**src/sv/pefc_pkg.sv**
```systemverilog
// Package: constants, codes and shared types of the polygon edge facing classifier.
`default_nettype none
package pefc_pkg;

    localparam int MAX_VERTICES = 16;
    localparam int IDX_W        = $clog2(MAX_VERTICES);
    localparam int COORD_W      = 16;
    localparam int VCNT_W       = 5;
    localparam int MASK_W       = 16;
    localparam int CNT_W        = 5;
    localparam int OPND_W       = COORD_W + 2;
    localparam int PROD_W       = 2 * OPND_W;
    localparam int ACC_W        = PROD_W + 2;
    localparam int VTX_W        = 2 * COORD_W;

    localparam logic [VCNT_W-1:0] VCNT_MIN   = VCNT_W'(3);
    localparam logic [VCNT_W-1:0] VCNT_MAX   = VCNT_W'(MAX_VERTICES);
    localparam logic [VCNT_W-1:0] VCNT_RESET = VCNT_W'(3);

    localparam logic CMD_LOAD  = 1'b0;
    localparam logic CMD_QUERY = 1'b1;

    typedef struct packed {
        logic             valid;
        logic             is_edge;
        logic             part;
        logic             first;
        logic             last;
        logic [IDX_W-1:0] idx;
    } pefc_op_t;

    typedef struct packed {
        logic             valid;
        logic             facing;
        logic             last;
        logic [IDX_W-1:0] idx;
    } pefc_res_t;

endpackage
`default_nettype wire

```
**src/sv/polygon_edge_facing_classifier.sv**
```systemverilog
// Top level: command port, vertex count register, query sequencer and result registers.
// Load command: written into the vertex store on its transfer, busy stays low.
// Query: done pulses when the last edge test of the n vertices in use leaves the datapath;
// busy stays high until that cycle, so no new query is taken before the last one is through,
// as the single shared multiplier serves every op (one per edge for the winding sum, two per edge test).
// Reset (rst_n low, asynchronous) idles the sequencer and sets vertex_count to 3;
// the vertex store is not cleared. The receiver cannot stall: done lasts one cycle.
`default_nettype none
module polygon_edge_facing_classifier
    import pefc_pkg::*;
(
    input  wire logic               clk,
    input  wire logic               rst_n,
    input  wire logic               start,
    output logic                    busy,
    input  wire logic               command,
    input  wire logic [IDX_W-1:0]   vertex_index,
    input  wire logic [COORD_W-1:0] coord_x,
    input  wire logic [COORD_W-1:0] coord_y,
    output logic                    done,
    output logic [MASK_W-1:0]       facing_mask,
    output logic [CNT_W-1:0]        facing_count,
    output logic                    is_clockwise,
    input  wire logic               cfg_valid,
    output logic                    cfg_ready,
    input  wire logic [VCNT_W-1:0]  cfg_data
);

    localparam logic [1:0] ST_IDLE  = 2'd0;
    localparam logic [1:0] ST_WIND  = 2'd1;
    localparam logic [1:0] ST_EDGE  = 2'd2;
    localparam logic [1:0] ST_DRAIN = 2'd3;

    logic [1:0]         state_reg, state_next;
    logic [IDX_W-1:0]   idx_reg, idx_next, idx_succ, last_idx_reg, last_idx_next;
    logic               part_reg, part_next;
    logic [VCNT_W-1:0]  vcnt_reg, vcnt_used;
    logic [COORD_W-1:0] px_reg, py_reg;
    logic [MASK_W-1:0]  mask_reg, mask_next;
    logic [CNT_W-1:0]   count_reg, count_next;
    logic               done_reg;
    logic [MASK_W-1:0]  mask_out_reg;
    logic [CNT_W-1:0]   count_out_reg;
    logic               cw_out_reg;
    logic               take_load, take_query;
    logic [VTX_W-1:0]   vtx_a, vtx_b;
    pefc_op_t           op;
    pefc_res_t          res;
    logic               cw;

    assign take_load  = start && !busy && (command == CMD_LOAD);
    assign take_query = start && !busy && (command == CMD_QUERY);
    assign busy       = (state_reg != ST_IDLE);
    assign cfg_ready  = 1'b1;

    always_comb
    begin
        if (vcnt_reg < VCNT_MIN)
        begin
            vcnt_used = VCNT_MIN;
        end
        else if (vcnt_reg > VCNT_MAX)
        begin
            vcnt_used = VCNT_MAX;
        end
        else
        begin
            vcnt_used = vcnt_reg;
        end
    end

    assign idx_succ = (idx_reg == last_idx_reg) ? '0 : idx_reg + 1'b1;

    always_comb
    begin
        state_next    = state_reg;
        idx_next      = idx_reg;
        part_next     = part_reg;
        last_idx_next = last_idx_reg;
        op            = '0;
        op.idx        = idx_reg;
        op.part       = part_reg;
        case (state_reg)
            ST_IDLE:
            begin
                if (take_query)
                begin
                    last_idx_next = IDX_W'(vcnt_used - 1'b1);
                    idx_next      = '0;
                    part_next     = 1'b0;
                    state_next    = ST_WIND;
                end
            end
            ST_WIND:
            begin
                op.valid = 1'b1;
                op.first = (idx_reg == '0);
                op.last  = (idx_reg == last_idx_reg);
                idx_next = idx_succ;
                if (idx_reg == last_idx_reg)
                begin
                    state_next = ST_EDGE;
                end
            end
            ST_EDGE:
            begin
                op.valid   = 1'b1;
                op.is_edge = 1'b1;
                op.last    = part_reg && (idx_reg == last_idx_reg);
                part_next  = !part_reg;
                if (part_reg)
                begin
                    idx_next = idx_succ;
                    if (idx_reg == last_idx_reg)
                    begin
                        state_next = ST_DRAIN;
                    end
                end
            end
            ST_DRAIN:
            begin
                if (res.valid && res.last)
                begin
                    state_next = ST_IDLE;
                end
            end
            default:
            begin
                state_next = ST_IDLE;
            end
        endcase
    end

    always_comb
    begin
        mask_next  = mask_reg;
        count_next = count_reg;
        if (res.valid && res.facing)
        begin
            mask_next  = mask_reg | (MASK_W'(1) << res.idx);
            count_next = count_reg + 1'b1;
        end
    end

    always_ff @(posedge clk or negedge rst_n)
    begin
        if (!rst_n)
        begin
            state_reg    <= ST_IDLE;
            idx_reg      <= '0;
            part_reg     <= 1'b0;
            last_idx_reg <= '0;
            vcnt_reg     <= VCNT_RESET;
            mask_reg     <= '0;
            count_reg    <= '0;
            done_reg     <= 1'b0;
        end
        else
        begin
            state_reg    <= state_next;
            idx_reg      <= idx_next;
            part_reg     <= part_next;
            last_idx_reg <= last_idx_next;
            if (cfg_valid && cfg_ready)
            begin
                vcnt_reg <= cfg_data;
            end
            if (take_query)
            begin
                mask_reg  <= '0;
                count_reg <= '0;
            end
            else
            begin
                mask_reg  <= mask_next;
                count_reg <= count_next;
            end
            done_reg <= res.valid && res.last;
        end
    end

    always_ff @(posedge clk)
    begin
        if (take_query)
        begin
            px_reg <= coord_x;
            py_reg <= coord_y;
        end
        if (res.valid && res.last)
        begin
            mask_out_reg  <= mask_next;
            count_out_reg <= count_next;
            cw_out_reg    <= cw;
        end
    end

    pefc_vstore u_vstore (
        .clk       (clk),
        .wr_en     (take_load),
        .wr_addr   (vertex_index),
        .wr_data   ({coord_x, coord_y}),
        .rd_addr_a (idx_reg),
        .rd_addr_b (idx_succ),
        .rd_data_a (vtx_a),
        .rd_data_b (vtx_b)
    );

    pefc_datapath u_datapath (
        .clk   (clk),
        .rst_n (rst_n),
        .op    (op),
        .vtx_a (vtx_a),
        .vtx_b (vtx_b),
        .px    (px_reg),
        .py    (py_reg),
        .res   (res),
        .cw    (cw)
    );

    assign done         = done_reg;
    assign facing_mask  = mask_out_reg;
    assign facing_count = count_out_reg;
    assign is_clockwise = cw_out_reg;

endmodule
`default_nettype wire

```
**src/sv/pefc_vstore.sv**
```systemverilog
// Vertex store: one write port, two registered read ports, {x, y} per entry.
`default_nettype none
module pefc_vstore
    import pefc_pkg::*;
(
    input  wire logic             clk,
    input  wire logic             wr_en,
    input  wire logic [IDX_W-1:0] wr_addr,
    input  wire logic [VTX_W-1:0] wr_data,
    input  wire logic [IDX_W-1:0] rd_addr_a,
    input  wire logic [IDX_W-1:0] rd_addr_b,
    output logic      [VTX_W-1:0] rd_data_a,
    output logic      [VTX_W-1:0] rd_data_b
);

    logic [VTX_W-1:0] mem [MAX_VERTICES];

    always_ff @(posedge clk)
    begin
        if (wr_en)
        begin
            mem[wr_addr] <= wr_data;
        end
        rd_data_a <= mem[rd_addr_a];
        rd_data_b <= mem[rd_addr_b];
    end

endmodule
`default_nettype wire

```
**src/sv/pefc_datapath.sv**
```systemverilog
// Shared multiply-accumulate unit: operand forming, 18x18 multiply, winding and edge sums.
`default_nettype none
module pefc_datapath
    import pefc_pkg::*;
(
    input  wire logic               clk,
    input  wire logic               rst_n,
    input  wire pefc_op_t           op,
    input  wire logic [VTX_W-1:0]   vtx_a,
    input  wire logic [VTX_W-1:0]   vtx_b,
    input  wire logic [COORD_W-1:0] px,
    input  wire logic [COORD_W-1:0] py,
    output pefc_res_t               res,
    output logic                    cw
);

    pefc_op_t op_s1_reg, op_s2_reg, op_s3_reg;

    logic signed [OPND_W-1:0] xi, yi, xj, yj, px2, py2;
    logic signed [OPND_W-1:0] opa_next, opb_next;
    logic signed [OPND_W-1:0] opa_reg, opb_reg;
    logic signed [PROD_W-1:0] prod_reg;
    logic signed [ACC_W-1:0]  acc_reg, acc_next, prod_ext, sum;
    logic                     cw_reg, cw_next;
    logic                     sum_pos, sum_neg;

    // vtx_a is vertex i, vtx_b is vertex i+1 (wrapped)
    always_comb
    begin
        xi  = OPND_W'($signed(vtx_a[VTX_W-1:COORD_W]));
        yi  = OPND_W'($signed(vtx_a[COORD_W-1:0]));
        xj  = OPND_W'($signed(vtx_b[VTX_W-1:COORD_W]));
        yj  = OPND_W'($signed(vtx_b[COORD_W-1:0]));
        px2 = OPND_W'($signed({px, 1'b0}));
        py2 = OPND_W'($signed({py, 1'b0}));
        if (!op_s1_reg.is_edge)
        begin
            opa_next = xj - xi;
            opb_next = yj + yi;
        end
        else if (!op_s1_reg.part)
        begin
            opa_next = yi - yj;
            opb_next = px2 - xi - xj;
        end
        else
        begin
            opa_next = xi - xj;
            opb_next = py2 - yi - yj;
        end
    end

    // edge sum: dx*ty - dy*tx; facing takes a positive sum for cw, a negative one for ccw
    always_comb
    begin
        prod_ext = ACC_W'(prod_reg);
        sum      = (op_s3_reg.is_edge && op_s3_reg.part) ? (acc_reg - prod_ext)
                                                         : (acc_reg + prod_ext);
        if ((!op_s3_reg.is_edge && op_s3_reg.first) || (op_s3_reg.is_edge && !op_s3_reg.part))
        begin
            acc_next = prod_ext;
        end
        else
        begin
            acc_next = sum;
        end
        sum_pos = !sum[ACC_W-1] && (|sum);
        sum_neg = sum[ACC_W-1];
        cw_next = cw_reg;
        if (op_s3_reg.valid && !op_s3_reg.is_edge && op_s3_reg.last)
        begin
            cw_next = sum_pos;
        end
    end

    always_ff @(posedge clk or negedge rst_n)
    begin
        if (!rst_n)
        begin
            op_s1_reg <= '0;
            op_s2_reg <= '0;
            op_s3_reg <= '0;
            cw_reg    <= 1'b0;
        end
        else
        begin
            op_s1_reg <= op;
            op_s2_reg <= op_s1_reg;
            op_s3_reg <= op_s2_reg;
            cw_reg    <= cw_next;
        end
    end

    always_ff @(posedge clk)
    begin
        opa_reg  <= opa_next;
        opb_reg  <= opb_next;
        prod_reg <= opa_reg * opb_reg;
        if (op_s3_reg.valid)
        begin
            acc_reg <= acc_next;
        end
    end

    always_comb
    begin
        res.valid  = op_s3_reg.valid && op_s3_reg.is_edge && op_s3_reg.part;
        res.facing = cw_reg ? sum_pos : sum_neg;
        res.last   = op_s3_reg.last;
        res.idx    = op_s3_reg.idx;
    end

    assign cw = cw_reg;

endmodule
`default_nettype wire

```
**config.mk**
```make
export PLATFORM = sky130hd
export DESIGN_NAME = polygon_edge_facing_classifier
export DESIGN_NICKNAME = d
export VERILOG_FILES = /design/src/sv/pefc_pkg.sv /design/src/sv/polygon_edge_facing_classifier.sv /design/src/sv/pefc_vstore.sv /design/src/sv/pefc_datapath.sv
export SDC_FILE = /design/constraint.sdc
export NUM_CORES = 2
export LEC_CHECK = 0
export BUFFER_PORTS_ARGS = -buffer_cell sky130_fd_sc_hd__buf_2
export CAP_MARGIN = 0
export CORE_UTILIZATION = 40
export CTS_BUF_LIST = sky130_fd_sc_hd__clkbuf_2 sky130_fd_sc_hd__clkbuf_4 sky130_fd_sc_hd__clkbuf_8
export DETAILED_ROUTE_END_ITERATION = 10
export GPL_TIMING_DRIVEN = 0
export PLACE_DENSITY_LB_ADDON = 0.3
export RECOVER_POWER = 50
export SYNTH_ARGS = -nofsm -noshare
export SYNTH_HDL_FRONTEND = slang
export SYNTH_SLANG_ARGS = --single-unit
```
**constraint.sdc**
```tcl
create_clock -name clk -period 9.1 [get_ports clk]
set_input_delay 0.91 -clock clk [delete_from_list [all_inputs] [get_ports clk]]
set_output_delay 0.91 -clock clk [all_outputs]
set_load 0.05 [all_outputs]
```
# ---- Yosys cells after proc, flatten, opt, wreduce, memory -nomap -nowiden
# Memory sizes are Yosys's and may differ from the RTL's. A register that Yosys moved wholly into a read port is not among the register bits.
# Index checks and enable logic that the tools add are counted.
dict set report op_classes {
  mul 1
  n_shift 1
  mux 31
  eq_ne 9
  add_sub_neg 13
  reduce_logical 31
  bitwise 2
  order_cmp 2
}
# op count
set ops {}
lappend ops {{$mux W38} 2}
lappend ops {{$mux W18} 4}
lappend ops {{$sub A16 B16 Y17} 3}
lappend ops {{$add A38 B36 Y38} 1}
lappend ops {{$reduce_or A38 Y1} 1}
lappend ops {{$sub A38 B36 Y38} 1}
lappend ops {{$mul A18 B18 Y36} 1}
lappend ops {{$sub A17 B16 Y18} 2}
lappend ops {{$sub A18 B16 Y18} 2}
lappend ops {{$mux W16} 2}
lappend ops {{$mux W4} 5}
lappend ops {{$add A16 B16 Y17} 1}
lappend ops {{$or A16 B16 Y16} 1}
lappend ops {{$shl A1 B4 Y16 const A} 1}
lappend ops {{$logic_and A1 B1 Y1} 14}
lappend ops {{$pmux W4 S3} 1}
lappend ops {{$mux W2} 5}
lappend ops {{$mux W5} 2}
lappend ops {{$ne A2 B2 Y1 const B} 5}
lappend ops {{$pmux W2 S4} 1}
lappend ops {{$mux W1} 7}
lappend ops {{$add A5 B1 Y5 const B} 1}
lappend ops {{$gt A5 B5 Y1 const B} 1}
lappend ops {{$logic_not A1 Y1} 5}
lappend ops {{other kinds (17)} 21}
dict set report totals {
  ramBits 512
  register_bits 230
  in_bits 46
  out_inout_bits 25
  n_memories 1
  elab_cells 127
}
# memory words width rd rd_ports_with_merged_regs write_ports line
set memory_table {}
lappend memory_table {u_vstore.mem 16 32 2 2 1 pefc_vstore.sv:16} ;# logic [VTX_W-1:0] mem [MAX_VERTICES];

# ---- Depth between registers and ports, before layout
dict set report logic_depth {
  depth_word 8
  depth_mapped 28
  ltp_nobuf 26
}

# ---- Hierarchy
# Synthesis repeated with hierarchy kept, for this count alone.
dict set report hier_totals {
  cells_unflattened 4099
  area_unflattened_um2 51832.2
}
# module seq_area_each_um2 cells_each instances area_each_um2
set by_module_without_submodules {}
lappend by_module_without_submodules {pefc_vstore 16656.0 1141 1 24186.9}
lappend by_module_without_submodules {pefc_datapath 3263.1 2722 1 24089.4}
lappend by_module_without_submodules {polygon_edge_facing_classifier 2575.0 236 1 3555.9}

# ---- Worst setup path after synthesis
# OpenSTA, ideal clock, no wires.
dict set report synth_timing {
  kind {register to register}
  start {register u_datapath.opb_reg[9]}
  end {register u_datapath.prod_reg[32]}
  arrival_time_ns 6.324
  path_slack_ns 2.704
  t_required_ns 9.028
  setup_ns 0.072
  stages_incl_launch_ff 27
  period_less_slack_ns 6.396
  path_cell_list {dfxtp_1 > clkbuf_1 > clkbuf_1 > nand2_1 > fa_1 > inv_1 > fa_1 > inv_1 > fa_1 > inv_1 > fa_1 > fa_1 > inv_1 > fa_1 > inv_1 > ha_1 > nor3_1 > nor2_1 > a211o_1 > o21ai_0 > o21bai_1 > o21ai_0 > o2111ai_1 > o311a_1 > a21o_1 > a21oi_1 > xnor2_1}
}
dict set report synth_via {
  elab_chain_len 1
}
# element line
set synth_lines {}
lappend synth_lines {{start, declared} pefc_datapath.sv:21} ;# logic signed [OPND_W-1:0] opa_reg, opb_reg;
lappend synth_lines {{start signal, assigned} pefc_datapath.sv:97} ;# opb_reg <= opb_next;
lappend synth_lines {{$mul A18 B18 Y36} pefc_datapath.sv:98} ;# prod_reg <= opa_reg * opb_reg;
lappend synth_lines {{end signal, assigned} pefc_datapath.sv:98}
lappend synth_lines {{end, declared} pefc_datapath.sv:22} ;# logic signed [PROD_W-1:0] prod_reg;
# No other way between the ends.
# A chain may end at the register's enable or synchronous reset.

# ---- Final worst setup path
dict set report layout_timing {
  start {register u_datapath.opb_reg[3]}
  end {register u_datapath.prod_reg[32]}
}
# The elaborated chain is that of the path after synthesis.

==> flow_summary.ini <==
[synthesis]
synthTopCellsByCount = edfxtp_1 (604), nand2_1 (569), inv_1 (506), fa_1 (355), ha_1 (270)
synth_area_leaders = edfxtp_1 (34%), fa_1 (13%), mux4_2 (6.7%), ha_1 (6.3%), dfxtp_1 (5.1%)
synth_cells = 4699
yosysUniqueCellTypes = 90
seq_area_frac_synth = 0.4204
async_reset_ff_frac = 0.08199
netlist.top_cell.by_area = edfxtp_1
synth_edf_count = 604
synth.most_common_cell = edfxtp_1
synth_ff_type = edfxtp_1
synth_area_sq_um = 53500
syn_avg_cell_area_sq_um = 11.39
synth_fp_nets = 5370
ys_warn_count = 0
ys_ff_latch = 805
yosys.area.top_type_share = 0.3390

[min_path]
hp-class = in -> reg
hold_end = vcnt_reg[3]
worstHoldStart = cfg_data[3]
min_path_cells = 2

[place]
place_hpwl_um = 129400
routabilityCongestion = 0.9707
numPortBuffers = 69

[timing]
slew_viol_final = 149
timing.final.setup_violations = 0
finalHoldViolCount = 0
fin_skew_ns = 0.05620
grt_setup_unrepaired = no
period_share = 0.8973
tns_ns = 0
slew_headroom = -1.311
worst_pin_slew_ns = 3.466
max_freq_mhz = 122.5
period_minus_slack_ns = 8.166

[worst_setup_path]
path_buf_inv = 4
r2r_slack_ns = 0.93
startpoint_type = register
worstSetupPathType = reg -> reg
reg2regPathDepth = 23
crit_required_ns = 9.82
crit_chain = clkbuf_1, nand2_1, fa_1, fa_1, fa_1, inv_1, fa_1, fa_1, inv_1, fa_1, inv_1, ha_1, and3_1, and3_1, nor4bb_1, o21ai_0, o21bai_1, o21ai_0, o2111ai_1, o311a_1, a21o_1, a21oi_1, xnor2_1
cp_max_fo = 10
cp-end-kind = register
r2r_start = u_datapath.opb_reg[3]
slowest_stage = dfxtp_1
cp_common_cell = fa_1
critPathMaxStageDelay_ns = 0.68
r2r_end = u_datapath.prod_reg[32]
cp_top_family = adder cells
arrival_ns = 8.88

[routing]
detail-route-antenna-nets = 0
drtIter0Drc = 4268
post_drt_wl_per_cell_um = 25.37
drt-total-wl_um = 173300
drc = 0
drtPass1Iterations = 6
routed_via_density = 5.739
num_vias = 39185

[die]
row_count = 133
pin_count = 71
fp.dieW_um = 367.7
start_util = 0.4049
dieArea_sq_um = 135200
die_y_um = 367.7
core-area_sq_um = 132100

[global_route]
grt_max_degree = 67
grt_pass1_wl_um = 252800
grt-ovfl-total = 0
grt_pass1_vias = 39400
antenna_found_initial = 17
grtUsageTotal = 0.2545

[clock_network]
cts_root_buffer = clkbuf_8
cts_setup_buffers = 0
clkSlewWorstSetupHoldPaths_ns = 0.05
ctsLongestPathBuffers = 3
cts_tree = yes
cts_hold_buf = 0
postCtsResizedCells = 0
clkLatencyLatePin_ns = 0.89
numCtsBuffers = 142
h-tree-depth = 4
cts_sinks = 805

[finish]
fillers = 12426
largest_register_ffs = 512
num-nets-final = 5619
drive_above_1_share = 0.1032
area.growth.synth_to_final_pct = 11.47

[run_status]
violations = capacitance limit, slew limit
outcome = complete, but fails checks

[run]
cap_violations = 6
[placed cells by master, fill, tap and decap left out, drive strengths merged, types with 14 or more instances in the layout]
cell type    n
a211oi      76
a21o        34
a21oi      204
a221oi      15
a311oi      94
a31oi       39
and2       206
and3        25
buf         85
clkbuf     451
clkinv      56
dfrtp       64
dfxtp      135
edfxtp     604
fa         355
ha         270
inv        516
mux2        23
mux2i       70
mux4       160
nand2      569
nand2b      31
nand3       74
nand3b      31
nand4       19
nor2       186
nor2b       28
nor3        42
nor4        14
o211ai      39
o21a        21
o21ai      165
o21bai      29
o31ai       21
or3         17
xnor2      134
xor2        54
[worst register-to-register path: stages, from the launching register on]
cell	delay, ns
dfxtp_1	0.68
clkbuf_1	0.69
nand2_1	0.18
fa_1	0.56
fa_1	0.54
fa_1	0.52
inv_1	0.05
fa_1	0.48
fa_1	0.49
inv_1	0.05
fa_1	0.57
inv_1	0.06
ha_1	0.35
and3_1	0.22
and3_1	0.25
nor4bb_1	0.61
o21ai_0	0.33
o21bai_1	0.30
o21ai_0	0.23
o2111ai_1	0.27
o311a_1	0.28
a21o_1	0.14
a21oi_1	0.07
xnor2_1	0.13
[worst max path at each step]
| stage | cells after the start | to | from |
|---|---|---|---|
| after floorplan | 26 | u_datapath.prod_reg[32] | u_datapath.opb_reg[9] |
| after global placement | 24 | u_datapath.prod_reg[34] | u_datapath.opb_reg[3] |
| after global routing | 24 | u_datapath.prod_reg[32] | u_datapath.opb_reg[7] |
| after CTS | 23 | u_datapath.prod_reg[32] | u_datapath.opb_reg[3] |
| final | 23 | u_datapath.prod_reg[32] | u_datapath.opb_reg[3] |
| after detailed placement | 23 | u_datapath.prod_reg[32] | u_datapath.opb_reg[3] |
[cells by family (layout without fill, tap and decap cells)]
logic type | count (synthesis) | in the layout | synth area share
compound gates | 805 | 805 | 0.1013
xor+xnor | 189 | 189 | 0.03122
fa+ha+maj | 625 | 625 | 0.1960
buf+inv | 751 | 1118 | 0.05297
flops | 805 | 805 | 0.4204
mux | 253 | 253 | 0.08529
other cells | 1 | 8 | 0.00007009
simple gates | 1270 | 1270 | 0.1127
[metal layers]
| metal | track usage | up-vias | part of all wire |
|---|---|---|---|
| li1 | - | 17036 | - |
| met1 | 0.3100 | 19435 | 0.37 |
| met2 | 0.4096 | 2130 | 0.47 |
| met3 | 0.06086 | 576 | 0.097 |
| met4 | 0.1529 | 8 | 0.063 |
| met5 | 0 | - | 0.00028 |
[area by class of cell]
cell class,count,area (sq um),share of cell area
multi-input combinational,3143,28240,0.4736
sequential,805,22490,0.3772
clock buffer,187,2374,0.03980
tap,1755,2196,0.03682
inverter,507,1903,0.03191
buffer,244,932.1,0.01563
timing repair buffer,105,865.8,0.01452
clock inverter,75,608.1,0.01020
antenna,7,17.52,0.0002937
[metrics by stage]
| step | util | cells | cell area [sq um] | worst slack [ns] | hold slack, ns |
|---|---|---|---|---|---|
| after floorplan | - | 4699 | 53500 | 2.704 | 0.3312 |
| after global placement | 0.4241 | 6523 | 56040 | 1.062 | 0.3317 |
| after detailed placement | 0.4294 | 6557 | 56740 | 0.9856 | 0.3355 |
| after CTS | 0.4520 | 6819 | 59720 | 0.9663 | 0.1371 |
| after global routing | 0.4513 | 6824 | 59620 | 0.6302 | 0.2764 |
| final | 0.4513 | 6828 | 59630 | 0.9343 | 0.2966 |
Power is not shown: default switching activity piles up to over one toggle a cycle in this logic, so the estimate is an artifact.
